**src/hdl/pwcl_pkg.sv**
```systemverilog
// Shared constants, types and helper functions for the posterize block with circular lens.
// No dependencies; every other file imports this package.
package pwcl_pkg;

    localparam int FRAME_WIDTH  = 640;
    localparam int FRAME_HEIGHT = 480;

    localparam int COORD_W  = 12;
    localparam int CHAN_W   = 8;
    localparam int LEVELS_W = 8;
    localparam int CFG_W    = 12;
    localparam int CFG_IDX_W = 2;
    localparam int MULT_W   = 25;
    localparam int SQ_W     = 2 * COORD_W;

    // ceil(2^24 / 255): exact floor division by 255 for 16-bit dividends.
    localparam logic [16:0] RECIP_255 = 17'd65794;

    localparam logic [CFG_IDX_W-1:0] REG_LEVELS = 2'd0;
    localparam logic [CFG_IDX_W-1:0] REG_LENS_X = 2'd1;
    localparam logic [CFG_IDX_W-1:0] REG_LENS_Y = 2'd2;
    localparam logic [CFG_IDX_W-1:0] REG_RADIUS = 2'd3;

    typedef struct packed {
        logic              busy;
        logic [MULT_W-1:0] mult;
    } t_recip_out;

    // Round to the nearest multiple of 64, halves up, saturating at 255.
    function automatic logic [CHAN_W-1:0] lens_quant(input logic [CHAN_W-1:0] c);
        logic [CHAN_W:0] v;
        v = {1'b0, c} + 9'd32;
        if (v[CHAN_W]) begin
            lens_quant = 8'hFF;
        end else begin
            lens_quant = {v[7:6], 6'b0};
        end
    endfunction

endpackage

```
**src/hdl/pwcl_recip.sv**
```systemverilog
// Bit-serial reciprocal unit: computes ceil(2^24 / span) one quotient bit per cycle.
// Depends on pwcl_pkg.
module pwcl_recip (
    input  logic                           i_clk,
    input  logic                           i_rst_n,
    input  logic                           i_start,
    input  logic [pwcl_pkg::LEVELS_W-1:0]  i_span,
    output pwcl_pkg::t_recip_out           o_status
);
    import pwcl_pkg::*;

    logic [MULT_W-1:0]   r_num;
    logic [LEVELS_W-1:0] r_rem;
    logic [LEVELS_W-1:0] r_div;
    logic [4:0]          r_cnt;

    logic [LEVELS_W:0]   rem_sh;
    logic                ge;

    assign rem_sh = {r_rem, r_num[MULT_W-1]};
    assign ge     = rem_sh >= {1'b0, r_div};

    always_ff @(posedge i_clk) begin
        if (!i_rst_n) begin
            r_cnt <= '0;
        end else if (i_start) begin
            r_cnt <= 5'(MULT_W);
        end else if (r_cnt != '0) begin
            r_cnt <= r_cnt - 5'd1;
        end
    end

    always_ff @(posedge i_clk) begin
        if (i_start) begin
            r_num <= (MULT_W'(1) << (MULT_W - 1)) + MULT_W'(i_span) - MULT_W'(1);
            r_rem <= '0;
            r_div <= i_span;
        end else if (r_cnt != '0) begin
            r_num <= {r_num[MULT_W-2:0], ge};
            r_rem <= ge ? LEVELS_W'(rem_sh - {1'b0, r_div}) : LEVELS_W'(rem_sh);
        end
    end

    assign o_status.busy = (r_cnt != '0);
    assign o_status.mult = r_num;

endmodule

```
**src/hdl/pwcl_geom.sv**
```systemverilog
// Three-stage lens membership test: offsets, squares, then sum and compare to radius squared.
// Depends on pwcl_pkg.
module pwcl_geom (
    input  logic                          i_clk,
    input  logic                          i_en,
    input  logic [pwcl_pkg::COORD_W-1:0]  i_px,
    input  logic [pwcl_pkg::COORD_W-1:0]  i_py,
    input  logic [pwcl_pkg::COORD_W-1:0]  i_lens_x,
    input  logic [pwcl_pkg::COORD_W-1:0]  i_lens_y,
    input  logic [pwcl_pkg::SQ_W-1:0]     i_r2,
    output logic                          o_in_lens
);
    import pwcl_pkg::*;

    logic signed [COORD_W:0]     n_dx, n_dy;
    logic signed [COORD_W:0]     r_dx, r_dy;
    logic                        r_inf1, r_inf2, r_in;
    logic signed [2*COORD_W+1:0] dx2_full, dy2_full;
    logic [SQ_W-1:0]             r_dx2, r_dy2;
    logic [SQ_W:0]               d2;

    assign n_dx = $signed({1'b0, i_px}) - $signed({1'b0, i_lens_x});
    assign n_dy = $signed({1'b0, i_py}) - $signed({1'b0, i_lens_y});
    assign dx2_full = r_dx * r_dx;
    assign dy2_full = r_dy * r_dy;
    assign d2 = {1'b0, r_dx2} + {1'b0, r_dy2};

    always_ff @(posedge i_clk) begin
        if (i_en) begin
            r_dx   <= n_dx;
            r_dy   <= n_dy;
            r_inf1 <= ({1'b0, i_px} < (COORD_W+1)'(FRAME_WIDTH)) &&
                      ({1'b0, i_py} < (COORD_W+1)'(FRAME_HEIGHT));
            r_dx2  <= dx2_full[SQ_W-1:0];
            r_dy2  <= dy2_full[SQ_W-1:0];
            r_inf2 <= r_inf1;
            r_in   <= r_inf2 && (d2 <= {1'b0, i_r2});
        end
    end

    assign o_in_lens = r_in;

endmodule

```
**src/hdl/pwcl_chan.sv**
```systemverilog
// Three-stage posterizer for one color channel, plus the lens value carried alongside.
// Depends on pwcl_pkg.
module pwcl_chan (
    input  logic                           i_clk,
    input  logic                           i_en,
    input  logic [pwcl_pkg::CHAN_W-1:0]    i_c,
    input  logic [pwcl_pkg::LEVELS_W-1:0]  i_span,
    input  logic [pwcl_pkg::MULT_W-1:0]    i_mult,
    output logic [pwcl_pkg::CHAN_W-1:0]    o_post,
    output logic [pwcl_pkg::CHAN_W-1:0]    o_lens
);
    import pwcl_pkg::*;

    logic [15:0]       r_cl;
    logic [CHAN_W-1:0] r_k, r_q;
    logic [CHAN_W-1:0] r_lv1, r_lv2, r_lv3;
    logic [15:0]       z;
    logic [32:0]       kprod;
    logic [15:0]       x;
    logic [40:0]       qprod;

    assign z     = r_cl + 16'd127;
    assign kprod = 33'(z) * 33'(RECIP_255);
    assign x     = {r_k, 8'b0} - {8'b0, r_k};
    assign qprod = 41'(x) * 41'(i_mult);

    always_ff @(posedge i_clk) begin
        if (i_en) begin
            r_cl  <= 16'(i_c) * 16'(i_span);
            r_lv1 <= lens_quant(i_c);
            r_k   <= kprod[31:24];
            r_lv2 <= r_lv1;
            r_q   <= qprod[31:24];
            r_lv3 <= r_lv2;
        end
    end

    assign o_post = r_q;
    assign o_lens = r_lv3;

endmodule

```
**src/hdl/posterize_with_circular_lens.sv**
```systemverilog
// Top level of the posterize block with circular lens: config registers, input skid, output stage.
// Depends on pwcl_pkg, pwcl_recip, pwcl_geom and pwcl_chan.
//
// Channel   Direction  tdata (low bit first)                          tuser
// s_axis    in         pixel_x[11:0] pixel_y[23:12] red, green, blue  -
// m_axis    out        out_red[7:0] out_green[15:8] out_blue[23:16]   in_lens
// cfg       in         index 0 levels, 1 lens_x, 2 lens_y, 3 radius   -
//
// One beat is accepted per cycle while s_axis_tready is high; each result is registered through the
// pipeline stages and the output stage. After reset and after every write of levels, the reciprocal
// unit restarts, and s_axis_tready stays low until it is done.
// A stall on the output holds the whole pipeline; one input beat is caught in a skid register.
module posterize_with_circular_lens (
    input  logic                            i_clk,
    input  logic                            i_rst_n,
    input  logic                            i_cfg_wr_en,
    input  logic [pwcl_pkg::CFG_IDX_W-1:0]  i_cfg_index,
    input  logic [pwcl_pkg::CFG_W-1:0]      i_cfg_data,
    input  logic                            i_s_axis_tvalid,
    output logic                            o_s_axis_tready,
    // pixel_x, pixel_y, red, green, blue
    input  logic [47:0]                     i_s_axis_tdata,
    output logic                            o_m_axis_tvalid,
    input  logic                            i_m_axis_tready,
    // out_red, out_green, out_blue
    output logic [23:0]                     o_m_axis_tdata,
    // in_lens
    output logic [0:0]                      o_m_axis_tuser
);
    import pwcl_pkg::*;

    logic [LEVELS_W-1:0] r_levels;
    logic [COORD_W-1:0]  r_lens_x, r_lens_y, r_radius;
    logic [SQ_W-1:0]     r_r2;
    logic                r_start;
    logic [LEVELS_W-1:0] span;
    t_recip_out          recip;

    logic                r_skid_v;
    logic [47:0]         r_skid_data;
    logic                in_acc, in_v, en;
    logic [47:0]         in_data;
    logic                r_v1, r_v2, r_v3, r_ov;
    logic [23:0]         r_out_data;
    logic                r_out_lens;

    logic                in_lens;
    logic [CHAN_W-1:0]   post_r, post_g, post_b;
    logic [CHAN_W-1:0]   lens_r, lens_g, lens_b;

    always_ff @(posedge i_clk) begin
        if (!i_rst_n) begin
            r_levels <= 8'd4;
            r_lens_x <= '0;
            r_lens_y <= '0;
            r_radius <= 12'd100;
            r_start  <= 1'b1;
        end else begin
            r_start <= 1'b0;
            if (i_cfg_wr_en) begin
                case (i_cfg_index)
                    REG_LEVELS: begin
                        r_levels <= i_cfg_data[LEVELS_W-1:0];
                        r_start  <= 1'b1;
                    end
                    REG_LENS_X: r_lens_x <= i_cfg_data;
                    REG_LENS_Y: r_lens_y <= i_cfg_data;
                    REG_RADIUS: r_radius <= i_cfg_data;
                    default: ;
                endcase
            end
        end
    end

    always_ff @(posedge i_clk) begin
        r_r2 <= SQ_W'(r_radius) * SQ_W'(r_radius);
    end

    assign span = (r_levels < 8'd2) ? 8'd1 : r_levels - 8'd1;

    pwcl_recip u_recip (
        .i_clk    (i_clk),
        .i_rst_n  (i_rst_n),
        .i_start  (r_start),
        .i_span   (span),
        .o_status (recip)
    );

    assign o_s_axis_tready = !r_skid_v && !r_start && !recip.busy;
    assign in_acc  = i_s_axis_tvalid && o_s_axis_tready;
    assign en      = !r_ov || i_m_axis_tready;
    assign in_v    = r_skid_v || in_acc;
    assign in_data = r_skid_v ? r_skid_data : i_s_axis_tdata;

    always_ff @(posedge i_clk) begin
        if (!i_rst_n) begin
            r_skid_v <= 1'b0;
        end else if (in_acc && !en) begin
            r_skid_v <= 1'b1;
        end else if (en) begin
            r_skid_v <= 1'b0;
        end
    end

    always_ff @(posedge i_clk) begin
        if (in_acc && !en) begin
            r_skid_data <= i_s_axis_tdata;
        end
    end

    always_ff @(posedge i_clk) begin
        if (!i_rst_n) begin
            r_v1 <= 1'b0;
            r_v2 <= 1'b0;
            r_v3 <= 1'b0;
            r_ov <= 1'b0;
        end else if (en) begin
            r_v1 <= in_v;
            r_v2 <= r_v1;
            r_v3 <= r_v2;
            r_ov <= r_v3;
        end
    end

    pwcl_geom u_geom (
        .i_clk     (i_clk),
        .i_en      (en),
        .i_px      (in_data[11:0]),
        .i_py      (in_data[23:12]),
        .i_lens_x  (r_lens_x),
        .i_lens_y  (r_lens_y),
        .i_r2      (r_r2),
        .o_in_lens (in_lens)
    );

    pwcl_chan u_chan_r (
        .i_clk  (i_clk),
        .i_en   (en),
        .i_c    (in_data[31:24]),
        .i_span (span),
        .i_mult (recip.mult),
        .o_post (post_r),
        .o_lens (lens_r)
    );

    pwcl_chan u_chan_g (
        .i_clk  (i_clk),
        .i_en   (en),
        .i_c    (in_data[39:32]),
        .i_span (span),
        .i_mult (recip.mult),
        .o_post (post_g),
        .o_lens (lens_g)
    );

    pwcl_chan u_chan_b (
        .i_clk  (i_clk),
        .i_en   (en),
        .i_c    (in_data[47:40]),
        .i_span (span),
        .i_mult (recip.mult),
        .o_post (post_b),
        .o_lens (lens_b)
    );

    always_ff @(posedge i_clk) begin
        if (en) begin
            r_out_data <= in_lens ? {lens_b, lens_g, lens_r} : {post_b, post_g, post_r};
            r_out_lens <= in_lens;
        end
    end

    assign o_m_axis_tvalid   = r_ov;
    assign o_m_axis_tdata    = r_out_data;
    assign o_m_axis_tuser[0] = r_out_lens;

endmodule

```
**config.mk**
```make
export PLATFORM = sky130hd
export DESIGN_NAME = posterize_with_circular_lens
export DESIGN_NICKNAME = d
export VERILOG_FILES = /design/src/hdl/pwcl_pkg.sv /design/src/hdl/pwcl_recip.sv /design/src/hdl/pwcl_geom.sv /design/src/hdl/pwcl_chan.sv /design/src/hdl/posterize_with_circular_lens.sv
export SDC_FILE = /design/constraint.sdc
export NUM_CORES = 2
export LEC_CHECK = 0
export BUFFER_PORTS_ARGS = -buffer_cell sky130_fd_sc_hd__buf_2
export CORE_UTILIZATION = 40
export CTS_CLUSTER_SIZE = 25
export DETAILED_ROUTE_END_ITERATION = 10
export GPL_TIMING_DRIVEN = 0
export SYNTH_ARGS = -nofsm -noshare
export SYNTH_HDL_FRONTEND = slang
export SYNTH_SLANG_ARGS = --single-unit
```
**constraint.sdc**
```tcl
create_clock -name i_clk -period 8.2 [get_ports i_clk]
set_input_delay 0.82 -clock i_clk [delete_from_list [all_inputs] [get_ports i_clk]]
set_output_delay 0.82 -clock i_clk [all_outputs]
set_load 0.05 [all_outputs]
```
==> results.py <==
metrics = {
    "run_status": {
        "status": "finished clean",
    },
    "clocking": {
        "htreeDepth": 2,
        "cts.sinks": 390,
        "insertion_delay_ns": 0.64,
        "cts_max_path_buffers": 3,
        "root_buffer": "clkbuf_16",
        "cts_buffers": 46,
        "cts_tree": "built",
        "holdBufCountCts": 0,
        "clk_pin_slew_ns": 0.06,
    },
    "timing": {
        "hold_slack_ns": 0.383,
        "hold_violations": 0,
        "slew_headroom": 0.0689,
        "setup_ws_ns": 0.0936,
        "clock_skew_ns": 0.0476,
        "period_share": 0.989,
        "fmax_mhz": 123,
        "setup_viol": 0,
        "fin_crit_ns": 8.11,
        "slew_violations": 0,
        "worst_pin_slew_ns": 1.40,
    },
    "route": {
        "drt_iter0_markers": 3737,
        "vias_per_cell": 5.11,
        "dr.pass1.iters": 5,
        "wl_um": 200000,
        "post_drt_wl_per_cell_um": 19.5,
        "ant_nets": 0,
        "drc": 0,
        "vias": 52500,
    },
    "synth": {
        "yosys_warnings": 0,
        "synth.ff_latch_count": 390,
        "async_reset_ff_frac": 0,
        "yosys.area.top_type_share": 0.363,
        "yosysTopAreaCell": "fa_1",
        "synthesis.area_sq_um": 72500,
        "synth_area_leaders": "fa_1 (36%), ha_1 (14%), edfxtp_1 (13%)",
        "synthFlopType": "edfxtp_1",
        "syn_nets": 9888,
        "synth_cell_type_count": 88,
        "yosysSeqAreaShare": 0.150,
        "avgSynthCellArea_sq_um": 9.41,
        "synthCells": 7709,
        "synth_edf_count": 304,
    },
    "critical_path": {
        "critical_path_class": "register to register",
        "endpoint_kind": "register",
        "rr_worst_depth": 29,
        "crit_slowest_cell": "fa_2",
        "cp-start-kind": "register",
        "ff2ff_setup_slack_ns": 0.09,
        "rr_startpoint": "u_chan_r.r_k[2]",
        "worstPathArrival_ns": 8.54,
        "r2r-end": "u_chan_r.o_post[6]",
        "startpoint": "u_chan_r.r_k[2]",
        "cpPeakStageDelay_ns": 0.60,
        "worstPathMaxFanout": 6,
        "crit_top_cell": "fa_1",
        "required_ns": 8.63,
    },
    "run": {
        "max_cap_viol_count": 0,
    },
    "global_route": {
        "grt_pass1_vias": 55300,
        "grt_overflow_total": 0,
        "antenna_found_initial": 11,
        "grt_usage": 0.225,
        "grt_max_degree": 126,
        "grt_pass1_wl_um": 316000,
    },
    "floorplan": {
        "core_area_sq_um": 179000,
        "chipHeight_um": 428,
        "initial_utilization": 0.405,
        "fp.dieArea_sq_um": 183000,
        "row_count": 155,
        "die_w_um": 428,
        "io_pins": 94,
    },
    "placed_design": {
        "io_buffers": 92,
        "place.gp.congestion": 0.945,
        "dpl.hpwl_um": 166000,
        "place_area_sq_um": 76000,
        "place_ws_ns": -1.81,
    },
    "final_layout": {
        "n_fill_cell": 17600,
        "final_nets": 10100,
        "fin_area_sq_um": 78600,
        "final_layout_size_suffix_gt1_frac": 0.0541,
        "syn_to_final_growth_pct": 8.34,
    },
    "worst_hold_path": {
        "hold_path.class": "register to register",
        "min_path_cells": 0,
        "hold_end": "u_chan_b.o_lens[7]",
        "min_from": "u_chan_b.r_lv2[7]",
    },
}
-- cell usage after synthesis (all sizes together) (6+ instances only) --
master and count:
o21ai 127, nand2b 54, a2111oi 7, o41ai 7
edfxtp 304, and3 47, mux2i 34, o21bai 16
nand3b 6, nor2 306, o31ai 7, a211o 6
dfxtp 86, nand2 1123, nor3 64, o21a 31
xnor2 251, a21boi 55, clkbuf 294, and2 404
a21oi 143, nor2b 51, or2 18, mux2 47
or3 17, a21o 58, xor2 72, o211ai 14
fa 1314, ha 798, nor4 13, nand4 23
nand3 57, o41a 6, a31oi 12, clkinv 6
buf 9, a211oi 20, o2111ai 11, inv 1722
-- sequential cells by signal (all words and copies together) (netlist names), 12 cells and up --
register	count
u_chan_r.r_cl	16
o_m_axis_tdata	24
u_chan_g.r_cl	16
u_chan_b.r_cl	16
r_lens_x	12
r_r2	23
u_geom.r_dy	13
r_skid_data	48
u_geom.r_dx2	23
r_radius	12
r_lens_y	12
u_geom.r_dx	13
u_recip.r_num	25
u_geom.r_dy2	23
-- area by class of cell --
cell class	instances	area [sq um]	share of cell area
diodes	6	15.0	0.000191
repair buffers	142	910	0.0116
well taps	2355	2950	0.0375
plain buffers	292	1200	0.0153
multi-input cells	5288	54500	0.694
clock buffers	56	1270	0.0162
clock inverters	29	362	0.00460
inverters	1728	6500	0.0828
flip-flops and latches	390	10900	0.138
-- placed cells by master (no fill, tap or decap), drive strengths merged, types with 9 or more instances in the layout --
cell type	n
mux2i	34
o211ai	14
edfxtp	304
a21boi	55
dfxtp	86
o21ai	127
a21oi	143
o21bai	16
a211oi	20
or2	18
nor2	306
nor3	64
ha	798
a21o	58
clkinvlp	9
xor2	72
nand2b	54
a31oi	12
or3	17
fa	1314
nor4	13
nand2	1123
clkbuf	334
inv	1726
clkinv	15
and2	404
o2111ai	11
and3	47
nand4	23
mux2	47
nor2b	51
xnor2	251
buf	156
nand3	57
o21a	31
-- metal layers --
metal  GRT usage  vias up  part of all wire  routed length, um
met2       0.367     1682              0.47              93200
li1            -    23900                 -                  -
met4      0.0717        8             0.033               6630
met5           0        -           0.00025                 51
met3      0.0300      291             0.074              14800
met1       0.309    26700              0.43              85500
-- cells by family after synthesis --
family / share of synthesized area
compound gates: 0.0522
other cells: 0.0000517
flops: 0.150
mux: 0.0120
buf+inv: 0.105
fa+ha+maj: 0.500
xor+xnor: 0.0402
simple gates: 0.140
-- metrics by stage --
stage,instances,setup TNS (ns),util
2_1_floorplan,7709,0,-
3_3_place_gp,10200,-26.64,0.424
3_5_place_dp,10200,-20.23,0.424
4_1_cts,10300,0,0.436
5_1_grt,10300,-0.173,0.438
6_report,10300,0,0.438
-- timing repair --
action,in CTS,in global routing
gates resized for setup,97,84
cloned,1,0
endpoints found under the setup margin,23,19
pin swaps,5,20
buffers inserted,21,24
-- worst max-delay path: cells and delay by family (launching register included) --
family	cells	cell delay (ns)
compound gates	6	1.24
xor+xnor	1	0.25
fa+ha+maj	7	3.45
buf+inv	9	1.07
flops	1	0.36
simple gates	6	1.52
-- how the worst max path moves through the flow --
stage / endpoint / slack [ns] / cells past startpoint
after floorplan: u_chan_r.o_post[7] / 0.74 / 24
after global placement: u_chan_r.o_post[6] / -1.79 / 29
after detailed placement: u_chan_r.o_post[6] / -1.81 / 29
after CTS: u_chan_r.o_post[7] / 0.003 / 25
after global routing: u_chan_r.o_post[6] / -0.1 / 30
final: u_chan_r.o_post[6] / 0.09 / 29
Power is left out: the tool's default activity adds up to more than one toggle a clock period on the data nets, which glitch-free logic cannot reach.
